**src/hdl/assert_macros.svh**
```systemverilog
// Assertion helper macros shared by the RTL.
`ifndef ASSERT_MACROS_SVH
`define ASSERT_MACROS_SVH
// Checked at every rising edge while reset is released.
`define ASSERT_CLK(lbl, clk, rst_n, prop, msg) \
  lbl: assert property (@(posedge clk) disable iff (!rst_n) (prop)) else $error(msg);
// Same check, but also active during reset.
`define ASSERT_ALWAYS(lbl, clk, prop, msg) \
  lbl: assert property (@(posedge clk) (prop)) else $error(msg);
`endif

```
**src/hdl/tch_pkg.sv**
```systemverilog
// ----------------------------------------------------------------------------
// tch_pkg
// Shared constants and helpers for the tilt compensated heading unit.
// ----------------------------------------------------------------------------
`default_nettype none
package tch_pkg;
  localparam int CordicStagesDef = 16;
  localparam int AngleFracBitsDef = 13;
  localparam int TabLen = 24;
  localparam int AW = 36;  // Q30 angles with headroom
  localparam int DW = 36;  // Q30 sin/cos datapath
  localparam logic signed [AW-1:0] Pi30 = 36'sd3373259426;
  localparam logic signed [AW-1:0] HalfPi30 = 36'sd1686629713;
  localparam logic signed [DW-1:0] Gain30 = 36'sd652032874;

  function automatic logic signed [AW-1:0] atan_tab(input int i);
    logic [31:0] t;
    unique case (i)
      0: t = 32'h3243F6A8;  1: t = 32'h1DAC6705;  2: t = 32'h0FADBAFC;
      3: t = 32'h07F56EA6;  4: t = 32'h03FEAB76;  5: t = 32'h01FFD55B;
      6: t = 32'h00FFFAAA;  7: t = 32'h007FFF55;  8: t = 32'h003FFFEA;
      9: t = 32'h001FFFFD;  10: t = 32'h000FFFFF; 11: t = 32'h0007FFFF;
      12: t = 32'h0003FFFF; 13: t = 32'h0001FFFF; 14: t = 32'h0000FFFF;
      15: t = 32'h00007FFF; 16: t = 32'h00003FFF; 17: t = 32'h00001FFF;
      18: t = 32'h00000FFF; 19: t = 32'h000007FF; 20: t = 32'h000003FF;
      21: t = 32'h000001FF; 22: t = 32'h000000FF; 23: t = 32'h0000007F;
      default: t = 32'h0;
    endcase
    return $signed({4'b0, t});
  endfunction
endpackage
`default_nettype wire

```
**src/hdl/tch_cordic_stage.sv**
```systemverilog
// ----------------------------------------------------------------------------
// tch_cordic_stage
// One registered CORDIC micro-rotation, rotation or vectoring mode.
// ----------------------------------------------------------------------------
`default_nettype none
module tch_cordic_stage #(
  parameter int Shift = 0,
  parameter bit Vectoring = 1'b0,
  parameter int W = 36
) (
  input  wire logic                             clk_i,
  input  wire logic                             en_i,
  input  wire logic signed [W-1:0]              x_i,
  input  wire logic signed [W-1:0]              y_i,
  input  wire logic signed [tch_pkg::AW-1:0]    z_i,
  output logic signed [W-1:0]                   x_o,
  output logic signed [W-1:0]                   y_o,
  output logic signed [tch_pkg::AW-1:0]         z_o
);
  logic pos;
  logic signed [tch_pkg::AW-1:0] a;
  assign a = tch_pkg::atan_tab(Shift);
  // rotation: direction from residual angle; vectoring: from y sign
  assign pos = Vectoring ? y_i[W-1] : !z_i[tch_pkg::AW-1];
  always_ff @(posedge clk_i) begin
    if (en_i) begin
      if (pos) begin
        x_o <= x_i - (y_i >>> Shift);
        y_o <= y_i + (x_i >>> Shift);
        z_o <= Vectoring ? z_i - a : z_i - a;
      end else begin
        x_o <= x_i + (y_i >>> Shift);
        y_o <= y_i - (x_i >>> Shift);
        z_o <= z_i + a;
      end
    end
  end
endmodule
`default_nettype wire

```
**config.mk**
```make
export PLATFORM = sky130hd
export DESIGN_NAME = tch_cordic_stage
export DESIGN_NICKNAME = d
export VERILOG_FILES = /design/src/hdl/assert_macros.svh /design/src/hdl/tch_pkg.sv /design/src/hdl/tch_cordic_stage.sv
export SDC_FILE = /design/constraint.sdc
export NUM_CORES = 1
export LEC_CHECK = 0
export ABC_AREA = 1
export BUFFER_PORTS_ARGS = -buffer_cell sky130_fd_sc_hd__buf_2
export CORE_MARGIN = 2
export CORE_UTILIZATION = 56
export CTS_CLUSTER_DIAMETER = 100
export DETAILED_ROUTE_END_ITERATION = 12
export GPL_TIMING_DRIVEN = 0
export PLACE_DENSITY = 0.79
export SYNTH_ARGS = -nofsm -noshare
export SYNTH_HDL_FRONTEND = slang
export SYNTH_SLANG_ARGS = --single-unit
export TNS_END_PERCENT = 5
```
**constraint.sdc**
```tcl
create_clock -name clk_i -period 6 [get_ports clk_i]
set_input_delay 0.9 -clock clk_i [delete_from_list [all_inputs] [get_ports clk_i]]
set_output_delay 0.9 -clock clk_i [all_outputs]
set_load 0.02 [all_outputs]
```
==> results.toml, run 1 <==
[detailed_routing]
ant_nets = 0
drt_drc_violations_left = 0
wl_um = 47200
route.vias.total = 14500
first_pass_iters = 8
drt_iter0_drc = 1311
viasPerCell = 5.76
wire_per_inst_um = 18.8

[yosys]
synth_top_family_by_area = "simple AND/OR/NAND/NOR gates"
synthMuxAreaShare_pct = 0
synth_top_area_cell = "edfxtp_1"
synth_warnings = 0
synth_cell_types = 45
synth-seq-cells = 107
synth_top_area_share_pct = 24.7
synthSimpleGateAreaFrac_pct = 32.7
async_flop_share_pct = 0
ys_seq_area_share_pct = 24.7
avgSynthCellArea_um2 = 6.51
synth_compound_area_share_pct = 14.2
ys.flop_type = "edfxtp_1"
syn-num-nets = 2249
netlist_area_um2 = 13000
synthesis.instances = 1995
synthAdderAreaFrac_pct = 14.1
synth_xor_xnor_area_share_pct = 3.44
synth_edf_count = 107
ys_top_cells_by_area = "edfxtp_1 25%, nand2_1 17%, ha_1 13%"

[floorplan]
die_h_um = 156
die_w_um = 156
core_um2 = 22700
dieArea_um2 = 24400
io_pins = 218
start_util_pct = 57.2
rows = 55

[pwr]
power.density_nw_per_um2 = 206
leakage_nw = 7.63
max-vdd-ir-drop_mv = 0.146

[worst_setup_path]
worst_ep_arrival_time_ns = 4.08
cp-end-kind = "flip-flop"
critical_path_required_ns = 6.13
path_class = "in -> reg"
startpoint_type = "input pin"
cp_max_fo = 26

[timing]
setup_tns_ns = 0
setup_violations = 0
post-route-period-util_pct = 66.0
drv_slew = 0
slew_headroom_pct = 35.2
rsz0062_at_grt = "no"
worst_slew_pin_slew_ns = 0.971
min_period_ns = 3.96
clock.fmax_ghz = 0.253
hold_viol_final = 0

[clocking]
clock-sinks = 107
hold_buffers = 0
cts-htree-levels = 3
root_buffer = "clkbuf_16"
ctsResizeCount = 0
clock_path_buffers = 2
clkSlewWorstSetupHoldPaths_ns = 0.08
cts_setup_buffers = 0
cts_buffers = 9
cts_tree = "done"

[cells_and_area]
syn_to_final_growth_pct = 13.7
fin_nets = 2478
antennaDiodeCount = 0
n_fill_cell = 2146
drive_gt1_share_pct = 14.3
utilization_pct = 65.0

[global_routing]
grt_max_degree = 78
grt_pass1_vias = 13900
grt_use_total_pct = 38.6
busiest_layer = "met2"
antenna_found_initial = 0
use_met1_pct = 49.9
overflow = 0
use_met3_pct = 5.01
grt.met2_usage_pct = 64.1
grt_first_pass_wirelength_um = 72400

[worst_hold_path]
hold_class = "in -> reg"
holdPathStages = 1
hp-start = "z_i[1]"
whs_endpoint = "z_o[1]$_DFFE_PP_"

[flow_run]
drv_cap = 0

[status]
status = "completed"

[placement]
post-dp-hpwl_um = 39300
io_buffers = 217
gp_congestion = 1.09
cells by family after synthesis:
kind of cell    Yosys count
fa+ha+maj               144
compound gates          336
buf+inv                 343
flops                   107
xor+xnor                 51
simple gates           1014
per-layer routing:
layer | wire length (um) | up-vias | part of all wire, %
li1 | - | 6921 | -
met1 | 19300 | 6621 | 41
met2 | 21400 | 825 | 45
met3 | 4350 | 118 | 9.2
met4 | 2190 | 0 | 4.6
met5 | 0 | - | 0
layout by cell type (no fill, tap or decap), types with 4 or more instances in the layout:
cell type / netlist / routed
a31oi_1: 5 / 5
nand2_1: 582 / 582
o21a_1: 5 / 5
fa_1: 4 / 4
inv_2: 9 / 9
nor3_1: 17 / 17
o22ai_1: 8 / 8
nor2_2: 9 / 9
clkbuf_1: 7 / 7
xnor2_1: 10 / 10
o31ai_1: 5 / 5
a21o_1: 7 / 7
nand3_1: 179 / 179
inv_1: 288 / 288
a21oi_2: 4 / 4
o21ai_0: 105 / 105
nor2_1: 181 / 181
xor2_1: 41 / 41
edfxtp_1: 107 / 107
nand4_1: 13 / 13
or2_2: 5 / 5
buf_2: 10 / 226
o21bai_1: 22 / 22
nand2_2: 8 / 8
o21ai_1: 6 / 6
buf_4: 25 / 26
ha_1: 140 / 140
a21oi_1: 158 / 158
clkbuf_16: 0 / 9
a21boi_0: 4 / 4
power breakdown:
group	switching (W)	total, W	internal [W]
combinational	0.000976	0.00141	0.000436
clock	0.000341	0.000638	0.000297
sequential	0.0000298	0.000997	0.000967
worst max-delay path, cell delays in order:
cell	delay [ns]
buf_2	0.24
clkbuf_1	0.23
inv_2	0.16
buf_2	0.66
ha_1	0.42
a21oi_1	0.24
o21ai_2	0.12
a21oi_1	0.36
o21ai_0	0.32
nand3_1	0.19
nand2_1	0.09
nand2_1	0.07
nand2_1	0.06
flip-flops by register name (all words and copies together), names as in the netlist:
name,count
x_o,36
z_o,36
y_o,35
Yosys cell counts, types with 2 or more instances:
master,n
a21boi_0,4
a21o_1,7
a21oi_1,158
a21oi_2,4
a31oi_1,5
and2_1,3
buf_1,3
buf_2,10
buf_4,25
clkbuf_1,7
edfxtp_1,107
fa_1,4
ha_1,140
inv_1,288
inv_2,9
nand2_1,582
nand2_2,8
nand3_1,179
nand3_2,3
nand4_1,13
nor2_1,181
nor2_2,9
nor2_4,3
nor3_1,17
nor3_2,2
nor4_1,3
o211ai_1,2
o21a_1,5
o21ai_0,105
o21ai_1,6
o21ai_2,3
o21bai_1,22
o22ai_1,8
o31ai_1,5
or2_1,2
or2_2,5
xnor2_1,10
xor2_1,41
cell type report:
cell class / count / area, um2 / share of cell area (%)
plain buffers: 46 / 287 / 1.94
clock buffers: 9 / 225 / 1.53
clock inverters: 7 / 78.8 / 0.534
inverters: 297 / 1110 / 7.55
multi-input cells: 1545 / 8370 / 56.7
flip-flops and latches: 107 / 3210 / 21.8
well taps: 285 / 357 / 2.42
repair buffers: 218 / 1120 / 7.56
worst max-delay path by stage:
| stage | from | endpoint | slack, ns | depth (start not counted) |
|---|---|---|---|---|
| floorplan | z_i[35] | z_o[25]$_DFFE_PP_ | 2.90 | 14 |
| finish | z_i[35] | z_o[31]$_DFFE_PP_ | 2.04 | 13 |
| detailed placement | z_i[35] | z_o[25]$_DFFE_PP_ | 1.77 | 15 |
| global placement | z_i[35] | z_o[34]$_DFFE_PP_ | 1.89 | 12 |
| CTS | z_i[35] | z_o[25]$_DFFE_PP_ | 2.18 | 15 |
| global route | z_i[35] | z_o[25]$_DFFE_PP_ | 1.89 | 15 |
per-stage QoR:
step	total power [W]	cell area [um2]	std cells	hold WS [ns]	setup WS [ns]
floorplan	0.00192	13000	1995	0.999	2.90
global placement	0.00236	14400	2497	1.08	1.89
detailed placement	0.00239	14500	2498	1.08	1.77
CTS	0.00302	14800	2514	0.696	2.18
global route	0.00321	14800	2514	0.701	1.89
finish	0.00305	14800	2514	0.700	2.04
Note: power is estimated with default switching activity, not from simulation.
==> run 2: changes to the inputs <==
--- a/config.mk
+++ b/config.mk
@@ -8,7 +8,7 @@
 export ABC_AREA = 1
 export BUFFER_PORTS_ARGS = -buffer_cell sky130_fd_sc_hd__buf_2
 export CORE_MARGIN = 2
-export CORE_UTILIZATION = 56
+export CORE_UTILIZATION = 53
 export CTS_CLUSTER_DIAMETER = 100
 export DETAILED_ROUTE_END_ITERATION = 12
 export GPL_TIMING_DRIVEN = 0
==> constraint.sdc (replaced) <==
create_clock -name clk_i -period 3.3 [get_ports clk_i]
set_input_delay 0.495 -clock clk_i [delete_from_list [all_inputs] [get_ports clk_i]]
set_output_delay 0.495 -clock clk_i [all_outputs]
set_load 0.02 [all_outputs]
==> run 2 against run 1 <==
Effect of this change: first-iteration DRC count rose by 12%; non-clock buffer count fell by 1; setup slack got worse by 1.8 ns; total power rose by 84%; critical path type unchanged.
==> results.toml, run 2 (synthesis gave the netlist of run 1 again) <==
[detailed_routing]
wire_per_inst_um = 18.8
met1_length_um = 19400
ant_nets = 0
first_pass_iters = 6
route.met2.wl_um = 22300
dr_wl_met3_um = 4200
route.vias.total = 14300
routed.top_layer = "met4"
wl_um = 47900
viasPerCell = 5.61
drt_iter0_drc = 1465
drt_drc_violations_left = 0

[clocking]
clkSlewWorstSetupHoldPaths_ns = 0.09
cts_buffers = 9
root_buffer = "clkbuf_16"
hold_buffers = 0
clock-sinks = 107
clock_path_buffers = 2
cts-htree-levels = 3
cts_setup_buffers = 0
cts_tree = "done"

[timing]
clock.fmax_ghz = 0.332
min_period_ns = 3.01
setup_tns_ns = 0
setup_violations = 0
slew_headroom_pct = 37.7
post-route-period-util_pct = 91.2
rsz0062_at_grt = "no"
worst_slew_pin_slew_ns = 0.934
drv_slew = 0
hold_viol_final = 0

[placement]
gp_congestion = 1.07
io_buffers = 217
post-dp-hpwl_um = 39900

[floorplan]
rows = 57
dieArea_um2 = 25800
die_w_um = 161
start_util_pct = 53.7
io_pins = 218
die_h_um = 161
core_um2 = 24200

[pwr]
power.switching_w = 0.00251
p_int_w = 0.00311
switching_share_pct = 44.6
power.density_nw_per_um2 = 379
pwr-share-seq_pct = 32.2
combPwrFrac_pct = 45.7
leakage_nw = 7.64
clockPowerShare_pct = 22.1
fin_total_pwr_w = 0.00561
max-vdd-ir-drop_mv = 0.242

[cells_and_area]
top_regs = "x_o: 36 flops, z_o: 36 flops, y_o: 35 flops"
drive_gt1_share_pct = 14.3
utilization_pct = 61.3
syn_to_final_growth_pct = 14.2
antennaDiodeCount = 0
n_fill_cell = 2340
layout_common_cells = "582 x nand2_1, 288 x inv_1, 225 x buf_2"
fin_nets = 2477
final_common_cell = "nand2_1"

[worst_setup_path]
crit_slowest_cell = "ha_1"
slowest_delay_ns = 0.41
critical_path_required_ns = 3.44
worst_ep_arrival_time_ns = 3.15
cpLargestDelayFamily = "buffers and inverters"
crit_top_cell = "nand2_1"
cp-end-kind = "flip-flop"
crit_chain = "buf_2 > inv_2 > buf_4 > ha_1 > nand2_1 > o21ai_2 > a21boi_0 > o21ai_2 > nand2_1 > nand2_1 > nand2_1 > nand3_1 > nand2_1"
path_class = "in -> reg"
path_buf_inv = 3
startpoint_type = "input pin"
cp_max_fo = 26

[worst_hold_path]
whs_endpoint = "z_o[0]$_DFFE_PP_"
holdPathStages = 1
hold_class = "in -> reg"
hp-start = "z_i[0]"

[global_routing]
grt_max_degree = 67
antenna_found_initial = 0
overflow = 0
grt_first_pass_wirelength_um = 72400
grt_use_total_pct = 36.5
grt_pass1_vias = 13700

[status]
status = "completed"

[flow_run]
drv_cap = 0
[run 2: cell types whose count changed in the layout (fill, tap and decap cells not counted), moves of 2 or more]
cell        delta
clkinvlp_4     -2
inv_6          +2
o21ai_0        -2
o21ai_1        +2
[run 2: power groups by stage]
stage / registers [W] / logic (W) / clock network (W)
3_5_place_dp: 0.00184 / 0.00250 / 0
4_1_cts: 0.00181 / 0.00251 / 0.00123
5_1_grt: 0.00183 / 0.00280 / 0.00127
6_report: 0.00181 / 0.00257 / 0.00124
2_1_floorplan: 0.00210 / 0.00139 / 0
3_3_place_gp: 0.00184 / 0.00246 / 0
[run 2: area by class of cell]
| type | count | area (um2) | share of cell area, % |
|---|---|---|---|
| multi-input cells | 1545 | 8370 | 56.5 |
| repair buffers | 218 | 1120 | 7.53 |
| clock inverters | 7 | 93.8 | 0.633 |
| flip-flops and latches | 107 | 3210 | 21.7 |
| clock buffers | 9 | 225 | 1.52 |
| well taps | 324 | 405 | 2.73 |
| plain buffers | 45 | 285 | 1.92 |
| inverters | 297 | 1110 | 7.52 |
[run 2: worst max-delay path by stage]
stage / to / slack (ns) / start / depth (start not counted)
detailed placement: z_o[34]$_DFFE_PP_ / -0.58 / z_i[35] / 12
global placement: z_o[34]$_DFFE_PP_ / -0.56 / z_i[35] / 12
global route: z_o[25]$_DFFE_PP_ / 0.1 / z_i[35] / 13
floorplan: z_o[25]$_DFFE_PP_ / 0.61 / z_i[35] / 14
finish: z_o[33]$_DFFE_PP_ / 0.29 / z_i[35] / 13
CTS: z_o[33]$_DFFE_PP_ / 0.15 / z_i[35] / 15
[run 2: what timing repair did]
action                                  CTS  global route
gates resized for setup                   3             0
hold endpoints to repair                  0             0
pin swaps                                 0             0
endpoints found under the setup margin    6             2
[run 2: layer usage]
layer | vias to the layer above | global-route usage [%]
met5 | - | 0
met1 | 6514 | 46.5
li1 | 6935 | -
met2 | 732 | 62.8
met3 | 132 | 4.44
met4 | 0 | 15.5
[run 2: through the flow]
step           hold slack (ns)  cell area, um2  instances  worst slack, ns
5_1_grt                  0.291           14800       2552           0.0983
3_3_place_gp             0.672           14500       2536           -0.556
6_report                 0.284           14800       2552            0.289
3_5_place_dp             0.677           14500       2537           -0.585
4_1_cts                  0.289           14800       2553            0.151
2_1_floorplan            0.594           13000       1995            0.609
